<file path="src/dcpb_pkg.sv">
// ============================================================================
// dcpb_pkg
// Shared types and constants of the DMA copy program builder.
// ============================================================================
`default_nettype none

package dcpb_pkg;

	localparam int unsigned DEF_MAX_TRANSFER_BYTES = 4194304;
	localparam int unsigned LEN_W                  = 23;
	localparam int unsigned QUEUE_DEPTH            = 2;

	// instruction bytes
	localparam logic [7:0] OP_MOV    = 8'hBC;
	localparam logic [7:0] REG_SAR   = 8'h00;
	localparam logic [7:0] REG_CCR   = 8'h01;
	localparam logic [7:0] REG_DAR   = 8'h02;
	localparam logic [7:0] OP_LP0    = 8'h20;
	localparam logic [7:0] OP_LP1    = 8'h22;
	localparam logic [7:0] OP_LPEND0 = 8'h38;
	localparam logic [7:0] OP_LPEND1 = 8'h3C;
	localparam logic [7:0] OP_LD     = 8'h04;
	localparam logic [7:0] OP_ST     = 8'h08;
	localparam logic [7:0] OP_WMB    = 8'h13;
	localparam logic [7:0] OP_SEV    = 8'h34;
	localparam logic [7:0] OP_END    = 8'h00;
	localparam logic [7:0] BIG_INNER_M1  = 8'hFF;	// 256 pairs per 16 KiB block
	localparam logic [7:0] JMP_INNER     = 8'h02;
	localparam logic [7:0] JMP_OUTER_BIG = 8'h06;
	localparam logic [7:0] SEV_EVENT     = 8'h00;
	localparam logic [31:0] BEAT_SIZES   = (32'd2 << 15) | (32'd2 << 1);
	localparam logic [3:0]  BURST16_M1   = 4'hF;

	typedef struct packed {
		logic has_burst;	// at least one 64-byte block
		logic big_any;
		logic big_multi;
		logic sm_any;
		logic sm_multi;
		logic rem_any;
	} plan_flags_t;

	typedef struct packed {
		logic [31:0] src;
		logic [31:0] dst;
		logic [31:0] attr;
		logic [7:0]  big_m1;
		logic [7:0]  sm_m1;
		logic [3:0]  rem_m1;
		plan_flags_t flags;
	} plan_t;

	typedef enum logic [3:0] {
		SEG_SAR,
		SEG_DAR,
		SEG_CCR16,
		SEG_LP0_BIG,
		SEG_LP1,
		SEG_LDST_BIG,
		SEG_LPEND1,
		SEG_LPEND0_BIG,
		SEG_LP0_SM,
		SEG_LDST_SM,
		SEG_LPEND0_SM,
		SEG_CCR_REM,
		SEG_LDST_REM,
		SEG_WMB,
		SEG_SEV,
		SEG_END
	} seg_t;

	function automatic logic [31:0] ctrl_word(input logic [3:0] m, input logic [31:0] attr);
		ctrl_word = BEAT_SIZES | ({28'd0, m} << 4) | ({28'd0, m} << 18) | attr;
	endfunction

endpackage

`default_nettype wire

</file>
<file path="src/dcpb_req_if.sv">
// ============================================================================
// dcpb_req_if
// Copy request channel: valid/ready plus the request fields.
// ============================================================================
`default_nettype none

interface dcpb_req_if;
	logic        valid;
	logic        ready;
	logic [31:0] src_addr;
	logic [31:0] dst_addr;
	logic [22:0] length_bytes;
	logic [31:0] attr_bits;

	modport source(output valid, src_addr, dst_addr, length_bytes, attr_bits, input ready);
	modport sink(input valid, src_addr, dst_addr, length_bytes, attr_bits, output ready);
endinterface

`default_nettype wire

</file>
<file path="src/dcpb_prog_if.sv">
// ============================================================================
// dcpb_prog_if
// Program byte channel: valid/ready plus one program byte and its last flag.
// ============================================================================
`default_nettype none

interface dcpb_prog_if;
	logic       valid;
	logic       ready;
	logic [7:0] program_byte;
	logic       last;

	modport source(output valid, program_byte, last, input ready);
	modport sink(input valid, program_byte, last, output ready);
endinterface

`default_nettype wire

</file>
<file path="src/dcpb_front.sv">
// ============================================================================
// dcpb_front
// Accepts requests, clamps the length and splits it into block counts.
// ============================================================================
`default_nettype none

module dcpb_front #(
	parameter int unsigned MAX_TRANSFER_BYTES = dcpb_pkg::DEF_MAX_TRANSFER_BYTES
) (
	dcpb_req_if.sink         req,
	input  wire logic        full,
	output logic             push,
	output dcpb_pkg::plan_t  plan
);
	import dcpb_pkg::*;

	localparam logic [LEN_W-1:0] MAX_N = LEN_W'(MAX_TRANSFER_BYTES);

	logic [LEN_W-1:0] n_raw;
	logic [LEN_W-1:0] n;
	logic [8:0]       big;
	logic [7:0]       sm;
	logic [3:0]       rem_words;

	always_comb begin
		n_raw     = {req.length_bytes[LEN_W-1:2], 2'b00};
		n         = (n_raw > MAX_N) ? MAX_N : n_raw;
		big       = n[22:14];
		sm        = n[13:6];
		rem_words = n[5:2];

		plan.src             = req.src_addr;
		plan.dst             = req.dst_addr;
		plan.attr            = req.attr_bits;
		plan.big_m1          = big[7:0] - 8'd1;
		plan.sm_m1           = sm - 8'd1;
		plan.rem_m1          = rem_words - 4'd1;
		plan.flags.has_burst = (n[22:6] != '0);
		plan.flags.big_any   = (big != '0);
		plan.flags.big_multi = (big > 9'd1);
		plan.flags.sm_any    = (sm != '0);
		plan.flags.sm_multi  = (sm > 8'd1);
		plan.flags.rem_any   = (rem_words != '0);
	end

	// zero-length requests are taken and dropped
	assign req.ready = !full;
	assign push      = req.valid && !full && (n != '0);

endmodule

`default_nettype wire

</file>
<file path="src/dcpb_queue.sv">
// ============================================================================
// dcpb_queue
// Short FIFO of classified requests between front and back.
// ============================================================================
`default_nettype none

module dcpb_queue (
	input  wire logic            clk,
	input  wire logic            arst_n,
	input  wire logic            push,
	input  dcpb_pkg::plan_t      plan_in,
	output logic                 full,
	input  wire logic            pop,
	output dcpb_pkg::plan_t      plan_out,
	output logic                 empty
);
	import dcpb_pkg::*;

	localparam int unsigned PTR_W = (QUEUE_DEPTH > 1) ? $clog2(QUEUE_DEPTH) : 1;
	localparam int unsigned CNT_W = $clog2(QUEUE_DEPTH + 1);

	plan_t            mem_q [QUEUE_DEPTH];
	logic [PTR_W-1:0] wr_ptr_q;
	logic [PTR_W-1:0] rd_ptr_q;
	logic [CNT_W-1:0] count_q;
	logic             do_push;
	logic             do_pop;

	assign full     = (count_q == CNT_W'(QUEUE_DEPTH));
	assign empty    = (count_q == '0);
	assign do_push  = push && !full;
	assign do_pop   = pop && !empty;
	assign plan_out = mem_q[rd_ptr_q];

	always_ff @(posedge clk) begin
		if (do_push) begin
			mem_q[wr_ptr_q] <= plan_in;
		end
	end

	always_ff @(posedge clk or negedge arst_n) begin
		if (!arst_n) begin
			wr_ptr_q <= '0;
			rd_ptr_q <= '0;
			count_q  <= '0;
		end else begin
			if (do_push) begin
				wr_ptr_q <= (wr_ptr_q == PTR_W'(QUEUE_DEPTH - 1)) ? '0 : wr_ptr_q + 1'b1;
			end
			if (do_pop) begin
				rd_ptr_q <= (rd_ptr_q == PTR_W'(QUEUE_DEPTH - 1)) ? '0 : rd_ptr_q + 1'b1;
			end
			count_q <= count_q + CNT_W'(do_push) - CNT_W'(do_pop);
		end
	end

endmodule

`default_nettype wire

</file>
<file path="src/dcpb_back.sv">
// ============================================================================
// dcpb_back
// Sequencer that walks the program segments and emits one byte per cycle while prog is ready.
// ============================================================================
`default_nettype none

module dcpb_back (
	input  wire logic        clk,
	input  wire logic        arst_n,
	input  dcpb_pkg::plan_t  plan_in,
	input  wire logic        empty,
	output logic             pop,
	dcpb_prog_if.source      prog
);
	import dcpb_pkg::*;

	plan_t      cur_q;
	logic       busy_q;
	seg_t       seg_q;
	seg_t       seg_d;
	logic [2:0] idx_q;
	logic [2:0] idx_d;
	logic       ov_q;
	logic [7:0] byte_q;
	logic       last_q;

	logic       adv;
	logic       emit;
	logic [2:0] seg_last;
	logic       seg_done;
	logic       is_end;
	logic [7:0] byte_d;
	logic [31:0] mov_val;
	logic [7:0]  mov_reg;
	seg_t        after_big;
	seg_t        after_sm;

	assign adv      = !ov_q || prog.ready;
	assign emit     = busy_q && adv;
	assign is_end   = (seg_q == SEG_END);
	assign pop      = adv && !empty && (!busy_q || is_end);
	assign seg_done = (idx_q == seg_last);

	always_comb begin
		after_sm  = cur_q.flags.rem_any ? SEG_CCR_REM : SEG_WMB;
		after_big = cur_q.flags.sm_any
			? (cur_q.flags.sm_multi ? SEG_LP0_SM : SEG_LDST_SM) : after_sm;

		seg_last = 3'd1;
		mov_val  = cur_q.src;
		mov_reg  = REG_SAR;
		byte_d   = OP_END;
		seg_d    = seg_q;

		case (seg_q)
			SEG_SAR: begin
				seg_last = 3'd5;
				seg_d    = SEG_DAR;
			end
			SEG_DAR: begin
				seg_last = 3'd5;
				mov_val  = cur_q.dst;
				mov_reg  = REG_DAR;
				seg_d    = cur_q.flags.has_burst ? SEG_CCR16 : after_sm;
			end
			SEG_CCR16: begin
				seg_last = 3'd5;
				mov_val  = ctrl_word(BURST16_M1, cur_q.attr);
				mov_reg  = REG_CCR;
				seg_d    = cur_q.flags.big_any
					? (cur_q.flags.big_multi ? SEG_LP0_BIG : SEG_LP1) : after_big;
			end
			SEG_LP0_BIG: begin
				byte_d = (idx_q == 3'd0) ? OP_LP0 : cur_q.big_m1;
				seg_d  = SEG_LP1;
			end
			SEG_LP1: begin
				byte_d = (idx_q == 3'd0) ? OP_LP1 : BIG_INNER_M1;
				seg_d  = SEG_LDST_BIG;
			end
			SEG_LDST_BIG: begin
				byte_d = (idx_q == 3'd0) ? OP_LD : OP_ST;
				seg_d  = SEG_LPEND1;
			end
			SEG_LPEND1: begin
				byte_d = (idx_q == 3'd0) ? OP_LPEND1 : JMP_INNER;
				seg_d  = cur_q.flags.big_multi ? SEG_LPEND0_BIG : after_big;
			end
			SEG_LPEND0_BIG: begin
				byte_d = (idx_q == 3'd0) ? OP_LPEND0 : JMP_OUTER_BIG;
				seg_d  = after_big;
			end
			SEG_LP0_SM: begin
				byte_d = (idx_q == 3'd0) ? OP_LP0 : cur_q.sm_m1;
				seg_d  = SEG_LDST_SM;
			end
			SEG_LDST_SM: begin
				byte_d = (idx_q == 3'd0) ? OP_LD : OP_ST;
				seg_d  = cur_q.flags.sm_multi ? SEG_LPEND0_SM : after_sm;
			end
			SEG_LPEND0_SM: begin
				byte_d = (idx_q == 3'd0) ? OP_LPEND0 : JMP_INNER;
				seg_d  = after_sm;
			end
			SEG_CCR_REM: begin
				seg_last = 3'd5;
				mov_val  = ctrl_word(cur_q.rem_m1, cur_q.attr);
				mov_reg  = REG_CCR;
				seg_d    = SEG_LDST_REM;
			end
			SEG_LDST_REM: begin
				byte_d = (idx_q == 3'd0) ? OP_LD : OP_ST;
				seg_d  = SEG_WMB;
			end
			SEG_WMB: begin
				seg_last = 3'd0;
				byte_d   = OP_WMB;
				seg_d    = SEG_SEV;
			end
			SEG_SEV: begin
				byte_d = (idx_q == 3'd0) ? OP_SEV : SEV_EVENT;
				seg_d  = SEG_END;
			end
			SEG_END: begin
				seg_last = 3'd0;
				byte_d   = OP_END;
				seg_d    = SEG_SAR;
			end
			default: begin
				seg_d = SEG_SAR;
			end
		endcase

		// register moves share one byte layout
		if (seg_q == SEG_SAR || seg_q == SEG_DAR || seg_q == SEG_CCR16 ||
		    seg_q == SEG_CCR_REM) begin
			case (idx_q)
				3'd0:    byte_d = OP_MOV;
				3'd1:    byte_d = mov_reg;
				3'd2:    byte_d = mov_val[7:0];
				3'd3:    byte_d = mov_val[15:8];
				3'd4:    byte_d = mov_val[23:16];
				default: byte_d = mov_val[31:24];
			endcase
		end

		idx_d = seg_done ? 3'd0 : idx_q + 3'd1;
		if (!seg_done) begin
			seg_d = seg_q;
		end
	end

	always_ff @(posedge clk) begin
		if (pop) begin
			cur_q <= plan_in;
		end
		if (emit) begin
			byte_q <= byte_d;
			last_q <= is_end;
		end
	end

	always_ff @(posedge clk or negedge arst_n) begin
		if (!arst_n) begin
			busy_q <= 1'b0;
			seg_q  <= SEG_SAR;
			idx_q  <= '0;
			ov_q   <= 1'b0;
		end else begin
			if (pop) begin
				busy_q <= 1'b1;
				seg_q  <= SEG_SAR;
				idx_q  <= '0;
			end else if (emit) begin
				seg_q <= seg_d;
				idx_q <= idx_d;
				if (is_end) begin
					busy_q <= 1'b0;
				end
			end
			if (adv) begin
				ov_q <= emit;
			end
		end
	end

	assign prog.valid        = ov_q;
	assign prog.program_byte = byte_q;
	assign prog.last         = last_q;

endmodule

`default_nettype wire

</file>
<file path="src/dma_copy_program_builder.sv">
// ============================================================================
// dma_copy_program_builder
// Turns one memory copy request into the packed byte program of a DMA channel.
// ============================================================================
// Each transfer on req is one copy request; its program leaves on prog, one
// byte per transfer, in execution order: SAR and DAR moves, a 16-beat control
// word with a loop over 16 KiB blocks and a loop over 64-byte blocks when the
// length reaches 64 bytes, a short burst for the 4..60 byte tail, then write
// barrier, send-event 0 and END, with last set on the END byte only. Loops
// that would run once are emitted as a bare body. The length loses its low two
// bits and is clamped to MAX_TRANSFER_BYTES; a request that ends up at zero is
// taken and yields no bytes. A program is 24 to 46 bytes long and goes out at
// one byte per cycle while prog is ready; the byte sequencer is the only
// stage that sets that rate. The front classifies a request in the cycle it
// arrives and parks it in a two-entry queue, so a new request is taken while
// the previous program is still streaming, and the sequencer pops the next one
// in the same cycle as it emits the END byte. Reset has no effect on the output
// other than clearing any program in flight and any queued request.
`default_nettype none

module dma_copy_program_builder #(
	parameter int unsigned MAX_TRANSFER_BYTES = dcpb_pkg::DEF_MAX_TRANSFER_BYTES
) (
	input  wire logic   clk,
	input  wire logic   arst_n,
	dcpb_req_if.sink    req,
	dcpb_prog_if.source prog
);
	import dcpb_pkg::*;

	// front -> queue
	logic  push;
	logic  full;
	plan_t plan_in;

	// queue -> back
	logic  pop;
	logic  empty;
	plan_t plan_out;

	dcpb_front #(
		.MAX_TRANSFER_BYTES(MAX_TRANSFER_BYTES)
	) u_front (
		.req  (req),
		.full (full),
		.push (push),
		.plan (plan_in)
	);

	dcpb_queue u_queue (
		.clk      (clk),
		.arst_n   (arst_n),
		.push     (push),
		.plan_in  (plan_in),
		.full     (full),
		.pop      (pop),
		.plan_out (plan_out),
		.empty    (empty)
	);

	// sequencer plus output register
	dcpb_back u_back (
		.clk     (clk),
		.arst_n  (arst_n),
		.plan_in (plan_out),
		.empty   (empty),
		.pop     (pop),
		.prog    (prog)
	);

endmodule

`default_nettype wire

</file>
<file path="src/flat_wrapper.sv">
// flat-port wrapper written by rule: the top's interface ports become plain ports
module dma_copy_program_builder_flat import dcpb_pkg::*;
#(
	parameter int unsigned MAX_TRANSFER_BYTES = dcpb_pkg::DEF_MAX_TRANSFER_BYTES
)
  (clk, arst_n, req_valid, req_src_addr, req_dst_addr, req_length_bytes, req_attr_bits, req_ready, prog_valid, prog_program_byte, prog_last, prog_ready);
  dcpb_req_if req_i ();
  dcpb_prog_if prog_i ();
  input  wire logic clk;
  input  wire logic arst_n;
  input wire logic [$bits(req_i.valid)-1:0] req_valid;
  input wire logic [$bits(req_i.src_addr)-1:0] req_src_addr;
  input wire logic [$bits(req_i.dst_addr)-1:0] req_dst_addr;
  input wire logic [$bits(req_i.length_bytes)-1:0] req_length_bytes;
  input wire logic [$bits(req_i.attr_bits)-1:0] req_attr_bits;
  output wire logic [$bits(req_i.ready)-1:0] req_ready;
  output wire logic [$bits(prog_i.valid)-1:0] prog_valid;
  output wire logic [$bits(prog_i.program_byte)-1:0] prog_program_byte;
  output wire logic [$bits(prog_i.last)-1:0] prog_last;
  input wire logic [$bits(prog_i.ready)-1:0] prog_ready;
  assign req_i.valid = req_valid;
  assign req_i.src_addr = req_src_addr;
  assign req_i.dst_addr = req_dst_addr;
  assign req_i.length_bytes = req_length_bytes;
  assign req_i.attr_bits = req_attr_bits;
  assign req_ready = req_i.ready;
  assign prog_valid = prog_i.valid;
  assign prog_program_byte = prog_i.program_byte;
  assign prog_last = prog_i.last;
  assign prog_i.ready = prog_ready;
  dma_copy_program_builder #(.MAX_TRANSFER_BYTES(MAX_TRANSFER_BYTES)) u_core (.clk(clk), .arst_n(arst_n), .req(req_i), .prog(prog_i));
endmodule
</file>
<file path="config.mk">
export PLATFORM = sky130hd
export DESIGN_NAME = dma_copy_program_builder_flat
export DESIGN_NICKNAME = d
export VERILOG_FILES = /design/src/dcpb_pkg.sv /design/src/dcpb_req_if.sv /design/src/dcpb_prog_if.sv /design/src/dcpb_front.sv /design/src/dcpb_queue.sv /design/src/dcpb_back.sv /design/src/dma_copy_program_builder.sv /design/src/flat_wrapper.sv
export SDC_FILE = /design/constraint.sdc
export NUM_CORES = 1
export LEC_CHECK = 0
export ABC_AREA = 1
export BUFFER_PORTS_ARGS = -buffer_cell sky130_fd_sc_hd__buf_4
export CAP_MARGIN = 20
export CORE_ASPECT_RATIO = 1.4
export CORE_MARGIN = 1.5
export CORE_UTILIZATION = 53
export CTS_CLUSTER_DIAMETER = 100
export DETAILED_ROUTE_END_ITERATION = 8
export PLACE_DENSITY_LB_ADDON = 0.08
export SLEW_MARGIN = 0
export SYNTH_ARGS = -nofsm -noshare
export SYNTH_HDL_FRONTEND = slang
export SYNTH_SLANG_ARGS = --single-unit
</file>
<file path="constraint.sdc">
create_clock -name clk -period 6.5 [get_ports clk]
set_input_delay 0.975 -clock clk [delete_from_list [all_inputs] [get_ports clk]]
set_output_delay 0.975 -clock clk [all_outputs]
set_load 0.05 [all_outputs]
</file>
==> metrics <==
status complete, no violations; met1 Use GR 27.8%; Die Y 203 um; Synth Instances 1237; CP most frequent cell nand2_1; synth warn 0; Ant. Diodes 0; clk sinks 382; DP Area 0.0166 mm^2; crit-path max FO 45; Residual DRC 0; Initial Util 53.7%; clock latency on the worst-skew pair 0.53 ns; fin crit period 3.84 ns; Final Hold Viols 0; Filler Cells Inserted 2274; FMAX 260 MHz; CP Class in2reg; leading cell types in the layout, fill and taps excluded nand2_1, edfxtp_1, buf_4; dominant cell type by area after synthesis edfxtp_1; FF-to-FF Start u_core.u_back.seg_q[0]$_DFFE_PN0P_; total CTS buffers 37; drt wl/cell 17.9 um; final instance area 0.0178 mm^2; Sw Ratio 33.3%; post-DP HPWL 20.6 mm; antenna-violating nets left 0; final WL 32.0 mm; Switch Pwr 2.62 mW; die area 0.0297 mm^2; Critical Path Sink Type flop; RSZ-0062 raised after global routing false; Distinct cells, synth 40; Post-Synthesis Net Count 1374; core area 0.0283 mm^2; Worst path slowest cell buf_4; critical-path cell list buf_4 -> or2_1 -> nor2_1 -> nand3_1 -> nand2_1 -> nand2_1 -> ha_1 -> nand3_1 -> nor2_1 -> nand2_1 -> nand2_1 -> nor2_4 -> buf_4; routing usage on met2 38.2%; Comb pwr share 26.8%; flop-to-flop setup slack 3.25 ns; CTS tree yes; first-pass GRT wire length 49.1 mm; largest cells by area after synthesis edfxtp_1, nand2_1, dfrtp_1; vias per cell 5.21; final setup fails 0; Fin Hold WS 0.296 ns; CTS H-tree lvls 2; Setup Skew 0.0150 ns; Slew @ Worst Pin 0.994 ns; delay-heaviest family, CP simple AND/OR/NAND/NOR gates; setup_tns 0 ns; Flop pwr share 46.0%; Synth Cell Area 0.0152 mm^2; initial antenna violation count 0; post-cts sizing count 0; final core occ 62.9%; Hold Path Class in2async; DR pass1 iterations 5; Tcrit/Tclk final 59.1%; cells on worst reg2reg path 13; worst path buffer plus inverter count 2; Final Max Slew Viols 0; fin nets 1515; Yosys reg bits 382; startpoint types input pin; most used routing layer met2; Top-Level Pins 134; syn avg cell area 12.3 um^2; largest net degree at the start of global routing 76; IO Port Bufs 129; GRT overflow 0; Routability Congestion 0.867; Pint 5.23 mW; Reg-to-Reg End u_core.u_back.prog.program_byte[5]$_DFFE_PP_; Rows 73; Required @ worst endpoint 6.66 ns; commonest non-fill, non-tap cell in the layout nand2_1; Power Dens Cells 441 mW/mm^2; layout cells sized above 1 15.6%; Reg clk slew, reported paths 0.06 ns; vias in the first global route 9182; clk root buf clkbuf_16; hold_buf cts 0; Die X 146 um; VDD IR max 0.395 mV; DRT iter0 DRCs 576; Area growth syn-to-layout 17.2%; Yosys top cell area share 72.9%; sequential fraction of the synthesis area 75.0%; Clk pwr share 27.3%; GR Layer Usage met3 2.80%; Arr. time, crit path 4.00 ns; global-route usage over all layers 21.7%; worst-case clock buffer depth 3; Setup Buffers After CTS 0; P_leak 7.02 nW; routed vias 9282; max-cap viol count 0; relative slew slack 33.7%; slowest stage delay, CP 0.57 ns
==> power groups by stage <==
stage,clock network (mW),logic (mW),registers [mW]
floorplan,0,1.34,3.71
global placement,0,2.08,3.65
detailed placement,0,2.12,3.66
CTS,2.17,2.13,3.61
global route,2.26,2.33,3.65
finish,2.14,2.10,3.61
==> layout make-up <==
class / count / area [um^2] / share of cell area, %
clock buffers: 44 / 995 / 5.58
clock inverters: 24 / 220 / 1.24
inverters: 52 / 199 / 1.12
multi-input cells: 763 / 3440 / 19.3
flip-flops and latches: 382 / 11400 / 64.1
well taps: 375 / 469 / 2.63
repair buffers: 142 / 1080 / 6.06
==> how the worst max path moves through the flow <==
stage | slack, ns | startpoint | endpoint | cells after the start
finish | 2.66 | req_length_bytes[8] | u_core.u_queue.mem_q[1][31]$_DFFE_PP_ | 13
global route | 2.24 | req_length_bytes[8] | u_core.u_queue.mem_q[1][6]$_DFFE_PP_ | 13
CTS | 2.56 | req_length_bytes[8] | u_core.u_queue.mem_q[1][6]$_DFFE_PP_ | 13
detailed placement | 2.02 | req_length_bytes[8] | u_core.u_queue.mem_q[1][32]$_DFFE_PP_ | 13
global placement | 2.11 | req_length_bytes[8] | u_core.u_queue.mem_q[1][30]$_DFFE_PP_ | 13
floorplan | 0.58 | req_length_bytes[8] | u_core.u_queue.mem_q[1][0]$_DFFE_PP_ | 13
==> cells in the mapped netlist <==
library cell / n
nand2_1: 518
edfxtp_1: 369
nor2_1: 50
inv_1: 39
o21ai_0: 32
nand3_1: 29
clkbuf_1: 23
a21oi_1: 22
a22oi_1: 14
ha_1: 14
dfrtp_1: 13
inv_2: 12
o21ai_1: 12
nand4_1: 11
xor2_1: 9
a221oi_1: 7
buf_1: 7
buf_2: 7
xnor2_1: 7
nand2_2: 6
nor3_1: 5
o211ai_1: 5
nor2_2: 3
o2111ai_1: 3
a31oi_1: 2
buf_4: 2
o22ai_1: 2
or2_1: 2
a2111oi_0: 1
a21boi_0: 1
a21oi_2: 1
a22o_1: 1
and3b_1: 1
buf_6: 1
clkinv_1: 1
nor2_4: 1
nor4_1: 1
o21a_1: 1
o221ai_1: 1
o31ai_1: 1
==> routing by layer <==
layer,up-vias,routed length (um)
li1,4545,-
met1,4437,13400
met2,246,16300
met3,54,1360
met4,0,842
met5,-,0
==> cell families (layout without fill, tap and decap cells) <==
family                     Yosys count  count (layout)  synth area share [%]
and+or+nand+nor                    627             627                  16.2
xor gates and xnor gates            16              16                 0.922
buffers and inverters               92             262                  2.43
DFF                                382             382                  75.0
adders and majority gates           14              14                  1.15
AOI/OAI and AO/OA                  106             106                  4.23
==> state kept, by name, summed over array words and instances (netlist names) <==
register                         flops
u_core.u_back.prog.valid             1
u_core.u_back.prog.last              1
u_core.u_back.cur_q                120
u_core.u_queue.rd_ptr_q              1
u_core.u_queue.mem_q               240
u_core.u_queue.wr_ptr_q              1
u_core.u_back.idx_q                  3
u_core.u_back.prog.program_byte      8
u_core.u_back.seg_q                  4
u_core.u_queue.count_q               2
u_core.u_back.busy_q                 1
==> per-stage QoR <==
| step | power [mW] | std cells | worst slack [ns] |
|---|---|---|---|
| finish | 7.85 | 1782 | 2.66 |
| global route | 8.25 | 1782 | 2.24 |
| CTS | 7.92 | 1782 | 2.56 |
| detailed placement | 5.78 | 1714 | 2.02 |
| global placement | 5.74 | 1714 | 2.11 |
| floorplan | 5.05 | 1237 | 0.575 |
Note: power is estimated with default switching activity, not from simulation.
